===== src/hdl/stcp_pkg.sv =====
// stcp_pkg: shared types, register codes and channel arithmetic for the
// palette word to host pixel converter. No dependencies.

package stcp_pkg;

  // Field widths
  localparam int unsigned COLOR_W  = 12;
  localparam int unsigned PIXEL_W  = 32;
  localparam int unsigned OFFSET_W = 9;
  localparam int unsigned BPP_W    = 3;
  localparam int unsigned CFG_IDX_W = 3;
  localparam int unsigned LEVEL_W  = 8;

  // Configuration register indexes
  typedef enum logic [CFG_IDX_W-1:0] {
    REG_BRIGHTNESS = 3'd0,
    REG_CONTRAST   = 3'd1,
    REG_BPP        = 3'd2,
    REG_FIVE55     = 3'd3,
    REG_BLUE_BIT8  = 3'd4
  } cfg_reg_t;

  // Pixel format codes
  localparam logic [BPP_W-1:0] BPP_16 = 3'd2;
  localparam logic [BPP_W-1:0] BPP_24 = 3'd3;
  localparam logic [BPP_W-1:0] BPP_RESET = 3'd4;

  localparam logic [LEVEL_W-1:0] LEVEL_MAX = 8'hFF;

  // One channel: rotate nibble into bits 7..4, apply gain (contrast + 256) / 256,
  // add brightness and clamp to 0..255.
  function automatic logic [LEVEL_W-1:0] channel_level(
    input logic [3:0]                 nib,
    input logic signed [OFFSET_W-1:0] contrast,
    input logic signed [OFFSET_W-1:0] brightness
  );
    logic [7:0]         raw;
    logic [8:0]         gain;
    logic [16:0]        prod;
    logic signed [10:0] lvl;
    logic [LEVEL_W-1:0] res;
    raw  = {nib[2:0], nib[3], 4'b0000};
    // contrast + 256 over 0..511 is the contrast with its sign bit flipped
    gain = {~contrast[8], contrast[7:0]};
    prod = 17'(raw) * 17'(gain);
    lvl  = $signed({2'b00, prod[16:8]}) + 11'(brightness);
    if (lvl[10]) begin
      res = '0;
    end else if (lvl[9:8] != 2'b00) begin
      res = LEVEL_MAX;
    end else begin
      res = lvl[7:0];
    end
    return res;
  endfunction

endpackage


===== src/hdl/st_color_to_pixel_converter_core.sv =====
// st_color_to_pixel_converter_core: palette word to packed host pixel, two-stage
// pipeline with configuration registers. Depends on stcp_pkg.

// Usage
//   Input channel  : st_color with in_valid / in_ready, one 12-bit palette word
//                    per transfer (red 11..8, green 7..4, blue 3..0).
//   Output channel : pixel_value with out_valid / out_ready, one 32-bit packed
//                    pixel per input word, in input order.
//   Config channel : cfg_index / cfg_data with cfg_valid / cfg_ready; always
//                    ready. Index 0 brightness, 1 contrast, 2 bytes per pixel,
//                    3 555 select, 4 blue at bit eight; other indexes ignored.
//                    Write only while the pipeline is empty.
//   Path           : from input transfer to out_valid through the input
//                    register, then the result register.
//   Throughput     : one word per cycle while out_ready is high; the per-channel
//                    8x9 multiply, add and clamp sit between the input register
//                    and the result register.
//   Stall          : when out_ready is low the result holds; the input register
//                    still takes one further word, then in_ready drops.
//   Reset          : rst (synchronous) empties both stages and restores the
//                    defaults: zero offsets, 32-bit format, 565, no shift.

module st_color_to_pixel_converter_core (
  input  logic                                 clk,
  input  logic                                 rst,
  input  logic                                 in_valid,
  output logic                                 in_ready,
  input  logic [stcp_pkg::COLOR_W-1:0]         st_color,
  output logic                                 out_valid,
  input  logic                                 out_ready,
  output logic [stcp_pkg::PIXEL_W-1:0]         pixel_value,
  input  logic                                 cfg_valid,
  output logic                                 cfg_ready,
  input  logic [stcp_pkg::CFG_IDX_W-1:0]       cfg_index,
  input  logic [stcp_pkg::OFFSET_W-1:0]        cfg_data
);

  // Configuration registers
  logic signed [stcp_pkg::OFFSET_W-1:0] brightness_offset;
  logic signed [stcp_pkg::OFFSET_W-1:0] contrast_offset;
  logic [stcp_pkg::BPP_W-1:0]           bytes_per_pixel;
  logic                                 use_five_five_five;
  logic                                 blue_at_bit_eight;

  // Pipeline registers
  logic                                 s1_valid;
  logic [stcp_pkg::COLOR_W-1:0]         s1_color;
  logic                                 out_load;

  logic [stcp_pkg::LEVEL_W-1:0]         lvl_r, lvl_g, lvl_b;
  logic [15:0]                          word16;
  logic [stcp_pkg::PIXEL_W-1:0]         pixel_next;

  assign cfg_ready = 1'b1;

  // Register writes
  always_ff @(posedge clk) begin
    if (rst) begin
      brightness_offset  <= '0;
      contrast_offset    <= '0;
      bytes_per_pixel    <= stcp_pkg::BPP_RESET;
      use_five_five_five <= 1'b0;
      blue_at_bit_eight  <= 1'b0;
    end else if (cfg_valid && cfg_ready) begin
      case (stcp_pkg::cfg_reg_t'(cfg_index))
        stcp_pkg::REG_BRIGHTNESS: brightness_offset  <= $signed(cfg_data);
        stcp_pkg::REG_CONTRAST:   contrast_offset    <= $signed(cfg_data);
        stcp_pkg::REG_BPP:        bytes_per_pixel    <= cfg_data[stcp_pkg::BPP_W-1:0];
        stcp_pkg::REG_FIVE55:     use_five_five_five <= cfg_data[0];
        stcp_pkg::REG_BLUE_BIT8:  blue_at_bit_eight  <= cfg_data[0];
        default: ;
      endcase
    end
  end

  // Handshake: result stage loads when empty or being drained
  assign out_load = s1_valid && (!out_valid || out_ready);
  assign in_ready = !s1_valid || out_load;

  // Input register
  always_ff @(posedge clk) begin
    if (rst) begin
      s1_valid <= 1'b0;
    end else if (in_ready) begin
      s1_valid <= in_valid;
    end
  end

  always_ff @(posedge clk) begin
    if (in_valid && in_ready) begin
      s1_color <= st_color;
    end
  end

  // Channel levels
  always_comb begin
    lvl_r = stcp_pkg::channel_level(s1_color[11:8], contrast_offset, brightness_offset);
    lvl_g = stcp_pkg::channel_level(s1_color[7:4],  contrast_offset, brightness_offset);
    lvl_b = stcp_pkg::channel_level(s1_color[3:0],  contrast_offset, brightness_offset);
  end

  // Pixel packing
  always_comb begin
    if (use_five_five_five) begin
      word16 = {1'b0, lvl_r[7:3], lvl_g[7:3], lvl_b[7:3]};
    end else begin
      word16 = {lvl_r[7:3], lvl_g[7:2], lvl_b[7:3]};
    end
    if (bytes_per_pixel == stcp_pkg::BPP_16) begin
      pixel_next = {word16, word16};
    end else if (bytes_per_pixel == stcp_pkg::BPP_24) begin
      pixel_next = {lvl_b, lvl_r, lvl_g, lvl_b};
    end else if (blue_at_bit_eight) begin
      pixel_next = {lvl_r, lvl_g, lvl_b, 8'h00};
    end else begin
      pixel_next = {8'h00, lvl_r, lvl_g, lvl_b};
    end
  end

  // Result register
  always_ff @(posedge clk) begin
    if (rst) begin
      out_valid <= 1'b0;
    end else if (out_load) begin
      out_valid <= 1'b1;
    end else if (out_ready) begin
      out_valid <= 1'b0;
    end
  end

  always_ff @(posedge clk) begin
    if (out_load) begin
      pixel_value <= pixel_next;
    end
  end

endmodule


===== config.mk =====
export PLATFORM = sky130hd
export DESIGN_NAME = st_color_to_pixel_converter_core
export DESIGN_NICKNAME = d
export VERILOG_FILES = /design/src/hdl/stcp_pkg.sv /design/src/hdl/st_color_to_pixel_converter_core.sv
export SDC_FILE = /design/constraint.sdc
export NUM_CORES = 1
export LEC_CHECK = 0
export BUFFER_PORTS_ARGS = -buffer_cell sky130_fd_sc_hd__buf_2
export CORE_ASPECT_RATIO = 1.5
export CORE_UTILIZATION = 45
export CTS_CLUSTER_SIZE = 10
export DETAILED_ROUTE_END_ITERATION = 16
export GPL_TIMING_DRIVEN = 0
export PLACE_DENSITY = 0.77
export SYNTH_ARGS = -nofsm -noshare
export SYNTH_HDL_FRONTEND = slang
export SYNTH_SLANG_ARGS = --single-unit

===== constraint.sdc =====
create_clock -name clk -period 5.65 [get_ports clk]
set_clock_uncertainty 0.15 [all_clocks]
set_input_delay 0.565 -clock clk [delete_from_list [all_inputs] [get_ports clk]]
set_output_delay 0.565 -clock clk [all_outputs]
set_load 0.01 [all_outputs]

==> reports/qor.yml, run 1 <==
finish:
  nets: 1074
  utilization: 0.582
  n_antenna_cell: 0
  drive_above_1_share: 0.249
  syn2layout_area_growth_pct: 25.8
power_and_ir_drop:
  p_comb_frac: 0.210
  p_sw_frac: 0.293
  leakage_nw: 4.15
  p_int_mw: 1.07
  power_frac_seq: 0.386
  clockPowerShare: 0.404
  netSwitchingPower_mw: 0.442
  powerDensity_mw_per_mm2: 170
  ir_drop_uv: 106
grt:
  grt_pass1_wl_microns: 29300
  grt_overflow: 0
  antenna_found_initial: 0
  grt_max_degree: 23
  grt_use_total: 0.230
  first_global_vias: 6225
timing:
  max_freq_mhz: 176
  slew_violations: 0
  max_slew_margin: 0.588
  fin_crit_sh: 1.01
  hold_ws_ns: 0.240
  setup_ws_ns: -0.0407
  period_minus_slack_ns: 5.69
  rsz0062_at_grt: "yes"
  hold_viol: 0
  setup_viol_count_final: 3
  worst_pin_slew_ns: 0.616
worst_setup_path:
  slowest_stage: "fa_1"
  r2r_end: "pixel_value[26]"
  crit_start: "s1_color[6]"
  crit_path_max_incr_delay_ns: 0.53
  worstPathMaxFanout: 8
  timing.rr.start: "s1_color[6]"
  ff2ff_path_depth: 19
  cp-start-kind: "register"
  required_ns: 5.58
  crit_type: "register to register"
  rrSetupSlack_ns: -0.04
  crit_chain: "buf_4 > and2_1 > fa_1 > inv_1 > fa_1 > inv_1 > ha_1 > nor2b_2 > o41a_1 > buf_4 > xor2_1 > ha_1 > or2_0 > o22a_1 > and2_1 > o41ai_4 > nor3_4 > o211a_1 > or4b_4"
  end_kind: "register"
  cp.arrival_ns: 5.62
floorplanning:
  dieArea_sq_mm: 0.0162
  fp.dieH_microns: 155
  die_w_microns: 104
  core-area_sq_mm: 0.0152
  io_pins: 64
  start_util: 0.463
  rows: 55
routing:
  dr_total_vias: 6235
  drt_iter0_drc: 230
  viasPerCell: 5.51
  dr.pass1.iters: 7
  drc: 0
  wirelength_microns: 18600
  final_antenna_net_count: 0
  wl_per_cell_microns: 16.5
synthesis:
  syn_area_sq_mm: 0.00704
  avgSynthCellArea_sq_um: 8.78
  syn_nets: 948
  async_flop_share: 0
  synth-seq-area-share: 0.259
  ys_seq_elements: 69
  synth_flop_cell: "edfxtp_1"
  ys_types: 59
  yosys_warnings: 0
  syn_inst: 802
  synth_edf_count: 44
clock_network:
  clock_path_buffers: 2
  cts_sinks: 69
  clk_latency_ns: 0.34
  cts_tree: "yes"
  htreeDepth: 3
  clk_pin_slew_ns: 0.06
  cts-root-buf: "clkbuf_16"
  cts_buffers: 9
job:
  cap_violations: 0
status:
  outcome: "finished, violations left"
  violations: "negative setup slack"
hold_path:
  whs_endpoint: "s1_color[1]"
  min-delay-start: "st_color[1]"
  hold_depth: 1
  hold_class: "input pin to register"
placement:
  dpl.hpwl_microns: 13800
  gp_congestion: 0.940
  port_buffers: 61
layer usage:
| metal | vias to the layer above | part of all wire | GRT usage |
|---|---|---|---|
| li1 | 3009 | - | - |
| met1 | 2995 | 0.37 | 0.228 |
| met2 | 164 | 0.55 | 0.454 |
| met3 | 67 | 0.024 | 0.0235 |
| met4 | 0 | 0.056 | 0.144 |
| met5 | - | 0 | 0 |
worst max path at each step:
stage                                 end  slack, ns  depth (start not counted)
after CTS                 pixel_value[28]    0.00006                         23
after global routing      pixel_value[26]      -0.22                         22
final                     pixel_value[26]      -0.04                         19
after floorplan           pixel_value[10]       0.04                         21
after global placement    pixel_value[13]      -0.64                         23
after detailed placement  pixel_value[13]      -0.66                         23
synthesized netlist by cell type, types with 5 or more instances:
cell type	number	area, sq um
nand2b_1	6	37.5
ha_1	75	938
o211ai_1	5	37.5
dfxtp_1	25	500
nor3_1	11	55.1
a21oi_1	49	245
inv_1	57	214
or3_1	7	43.8
nand2_1	70	263
mux2i_1	8	80.1
o21ai_0	62	310
nor2b_1	28	175
and2_1	76	475
edfxtp_1	44	1320
xor2_1	18	158
a21o_1	10	75.1
fa_1	42	841
a211oi_1	6	45.0
o21ba_2	5	50.1
clkbuf_1	20	75.1
nor2_1	70	263
xnor2_1	28	245
nand3_1	20	100
logic make-up (layout without fill, tap and decap cells):
family	Yosys count	count (layout)	share of synthesized area
AO/OA/AOI/OAI	170	170	0.149
other	1	1	0.000533
adder cells (fa/ha/maj)	117	117	0.253
flip-flops	69	69	0.259
AND/OR/NAND/NOR	312	312	0.228
multiplexers	8	8	0.0114
XOR/XNOR	46	46	0.0572
buffers and inverters	79	210	0.0426
cell usage in the layout (no fill, tap or decap), types with 18 or more instances in the layout:
cell       n
a21oi_1   40
and2_1    76
buf_2     61
buf_4     51
dfxtp_1   22
edfxtp_1  44
fa_1      41
ha_1      65
inv_1     57
nand2_1   64
nand3_1   18
nor2_1    61
nor2b_1   19
o21ai_0   38
o21ai_1   19
xnor2_1   26
xor2_1    18
worst max-delay path: cells and delay by family (launching register included):
kind / cells / cell delay [ns]
flops: 1 / 0.45
xor+xnor: 1 / 0.14
compound gates: 4 / 1.20
buf+inv: 4 / 0.45
fa+ha+maj: 4 / 1.61
simple gates: 6 / 1.43
through the flow:
| step | cell area, sq um | setup WS (ns) | total power [mW] | cells | TNS (ns) |
|---|---|---|---|---|---|
| 2_1_floorplan | 7080 | 0.0377 | 0.771 | 802 | 0 |
| 3_3_place_gp | 7630 | -0.640 | 0.850 | 1062 | -14.64 |
| 3_5_place_dp | 7650 | -0.660 | 0.856 | 1063 | -15.55 |
| 4_1_cts | 8580 | 0.0000600 | 1.48 | 1120 | 0 |
| 5_1_grt | 8860 | -0.218 | 1.56 | 1132 | -3.84 |
| 6_report | 8860 | -0.0407 | 1.51 | 1132 | -0.0761 |
sequential cells by signal, summed over array words and instances (netlist names), 3 cells and up:
name,cells
bytes_per_pixel,3
brightness_offset,9
contrast_offset,9
pixel_value,32
s1_color,12
layout make-up:
cell class              count  area (sq um)
well taps                 199           249
plain buffers              21           128
fillers                  1318          6350
multi-input cells         654          5380
clock buffers              12           289
clock inverters             4          33.8
flip-flops and latches     69          1830
repair buffers            115           729
inverters                  58           218
power by group through the flow:
| stage | clock network (mW) | logic, mW | registers, mW |
|---|---|---|---|
| 2_1_floorplan | 0 | 0.171 | 0.600 |
| 3_3_place_gp | 0 | 0.252 | 0.598 |
| 3_5_place_dp | 0 | 0.258 | 0.598 |
| 4_1_cts | 0.611 | 0.290 | 0.582 |
| 5_1_grt | 0.627 | 0.347 | 0.584 |
| 6_report | 0.609 | 0.317 | 0.582 |
timing repair:
action                                  4_1_cts  5_1_grt
resized for setup                            72       75
pin swaps                                    36       47
endpoints found under the setup margin       32       32
setup buffers                                40       12
gates cloned                                  1        0
hold buffers                                  0        0
No activity file was read; power rests on OpenSTA's default activity.
==> run 2, diff against run 1 <==
--- a/config.mk
+++ b/config.mk
@@ -11,7 +11,7 @@
 export CTS_CLUSTER_SIZE = 10
 export DETAILED_ROUTE_END_ITERATION = 16
 export GPL_TIMING_DRIVEN = 0
-export PLACE_DENSITY = 0.77
+export PLACE_DENSITY = 0.74
 export SYNTH_ARGS = -nofsm -noshare
 export SYNTH_HDL_FRONTEND = slang
 export SYNTH_SLANG_ARGS = --single-unit
==> constraint.sdc (replaced) <==
create_clock -name clk -period 6.48 [get_ports clk]
set_clock_uncertainty 0.15 [all_clocks]
set_input_delay 0.972 -clock clk [delete_from_list [all_inputs] [get_ports clk]]
set_output_delay 0.972 -clock clk [all_outputs]
set_load 0.01 [all_outputs]
==> reports/qor.yml, run 2 (same netlist as run 1, synthesis figures left out) <==
finish:
  n_antenna_cell: 0
  largest_reg_flops: 32
  final_cell_mix: "76 x and2_1, 75 x ha_1, 70 x nand2_1"
  syn2layout_area_growth_pct: 13.3
  nets: 1023
  final_common_cell: "and2_1"
  drive_above_1_share: 0.126
  utilization: 0.525
  top_regs: "pixel_value: 32 flops, s1_color: 12 flops"
  finalInstanceArea_sq_mm: 0.00798
  top_register: "pixel_value"
  fillers: 1466
floorplanning:
  start_util: 0.463
  fp.dieH_microns: 155
  dieArea_sq_mm: 0.0162
  die_w_microns: 104
  io_pins: 64
  core-area_sq_mm: 0.0152
  rows: 55
worst_setup_path:
  cp-start-kind: "register"
  end_kind: "register"
  required_ns: 6.36
  crit_type: "register to register"
  cp.arrival_ns: 6.05
  worstPathMaxFanout: 10
routing:
  final_antenna_net_count: 0
  drt_iter0_drc: 194
  wirelength_microns: 16800
  dr.pass1.iters: 5
  wl_per_cell_microns: 15.6
  drc: 0
  dr_total_vias: 5847
  viasPerCell: 5.41
timing:
  fin_crit_sh: 0.952
  hold_viol: 0
  hold_ws_ns: 0.354
  rsz0062_at_grt: "no"
  period_minus_slack_ns: 6.17
  fin_setup_tns_ns: 0
  setup_viol_count_final: 0
  worst_pin_slew_ns: 0.586
  max_freq_mhz: 162
  max_slew_margin: 0.606
  setup_ws_ns: 0.314
  slew_violations: 0
grt:
  grt_use_total: 0.216
  gr-max-usage-layer: "met2"
  globalRouteMet2Util: 0.410
  grt_overflow: 0
  grt_max_degree: 23
  first_global_vias: 5706
  grt_use_met3: 0.0247
  gr-usage-met1: 0.232
  antenna_found_initial: 0
  grt_pass1_wl_microns: 27600
hold_path:
  hold_class: "register to register"
clock_network:
  cts_sinks: 69
  cts_buffers: 9
  clk_pin_slew_ns: 0.06
  clock_path_buffers: 2
  cts-root-buf: "clkbuf_16"
  clk_latency_ns: 0.33
  cts_tree: "yes"
  htreeDepth: 3
placement:
  gp_congestion: 0.948
  pre_cts_slack_ns: -0.216
  placed_cell_area_sq_mm: 0.00761
  port_buffers: 61
  dpl.hpwl_microns: 13800
power_and_ir_drop:
  leakage_nw: 3.76
  powerDensity_mw_per_mm2: 151
  netSwitchingPower_mw: 0.359
  p_int_mw: 0.847
  ir_drop_uv: 132
  p_comb_frac: 0.191
  power_frac_seq: 0.425
  p_sw_frac: 0.297
  clockPowerShare: 0.385
job:
  cap_violations: 0
status:
  outcome: "finished, final reports clean"
-- run 2: cell types whose count changed in the layout (fill, tap and decap cells not counted), sizes merged --
cell | before | now
buf | 120 | 66
clkinv | 3 | 5
inv | 58 | 60
clkinvlp | 1 | 0
-- run 2: timing repair --
item	in CTS	in global routing
buffers inserted	0	2
cloned	0	0
pin swaps	0	0
hold buffers	0	0
gates resized for setup	3	20
setup endpoints to repair	11	31
-- run 2: through the flow --
step | cells | power, mW
2_1_floorplan | 802 | 0.671
3_3_place_gp | 1062 | 0.740
3_5_place_dp | 1063 | 0.745
4_1_cts | 1079 | 1.21
5_1_grt | 1081 | 1.26
6_report | 1081 | 1.21
-- run 2: metal layers --
metal,vias to the layer above,wire length (microns)
met5,-,0
met4,0,812
met3,50,462
met2,154,8830
met1,2735,6740
li1,2908,-
-- run 2: path summary, 6_finish.rpt --
check	from	endpoint	slack [ns]	depth (start not counted)
worst min register to register	contrast_offset[7]	contrast_offset[7]	0.35	2
worst min-delay path	contrast_offset[7]	contrast_offset[7]	0.35	2
worst max-delay path	contrast_offset[2]	pixel_value[9]	0.31	22
worst max register to register	contrast_offset[2]	pixel_value[9]	0.31	22
-- run 2: cell type report --
class | count | area (sq um) | area share
Clock inverter | 7 | 47.5 | 0.00596
Tap cell | 199 | 249 | 0.0312
Timing Repair Buffer | 64 | 335 | 0.0420
Clock buffer | 9 | 225 | 0.0282
Multi-Input combinational cell | 654 | 4990 | 0.626
Buffer | 21 | 88.8 | 0.0111
Inverter | 58 | 218 | 0.0273
Sequential cell | 69 | 1820 | 0.228
-- run 2: power groups by stage --
stage	sequential, mW	combinational (mW)	clock (mW)
after detailed placement	0.522	0.223	0
after floorplan	0.523	0.148	0
final	0.512	0.230	0.464
after global routing	0.514	0.256	0.487
after global placement	0.522	0.219	0
after CTS	0.512	0.225	0.469
-- run 2: worst max-delay path, cell delays in order, from the launching register on --
cell and delay [ns]:
dfxtp_1 0.38, buf_2 0.23, nand2_1 0.09, fa_1 0.47, fa_1 0.54, inv_1 0.04
ha_1 0.27, and4_1 0.19, a21o_1 0.20, a21oi_1 0.23, nor2b_1 0.11, o41a_1 0.37
a21o_1 0.22, xor2_1 0.15, ha_1 0.25, or2_0 0.24, o22a_1 0.18, and2_1 0.17
o41ai_1 0.34, nor3_1 0.15, clkbuf_2 0.22, o21ai_0 0.45, o221ai_1 0.23
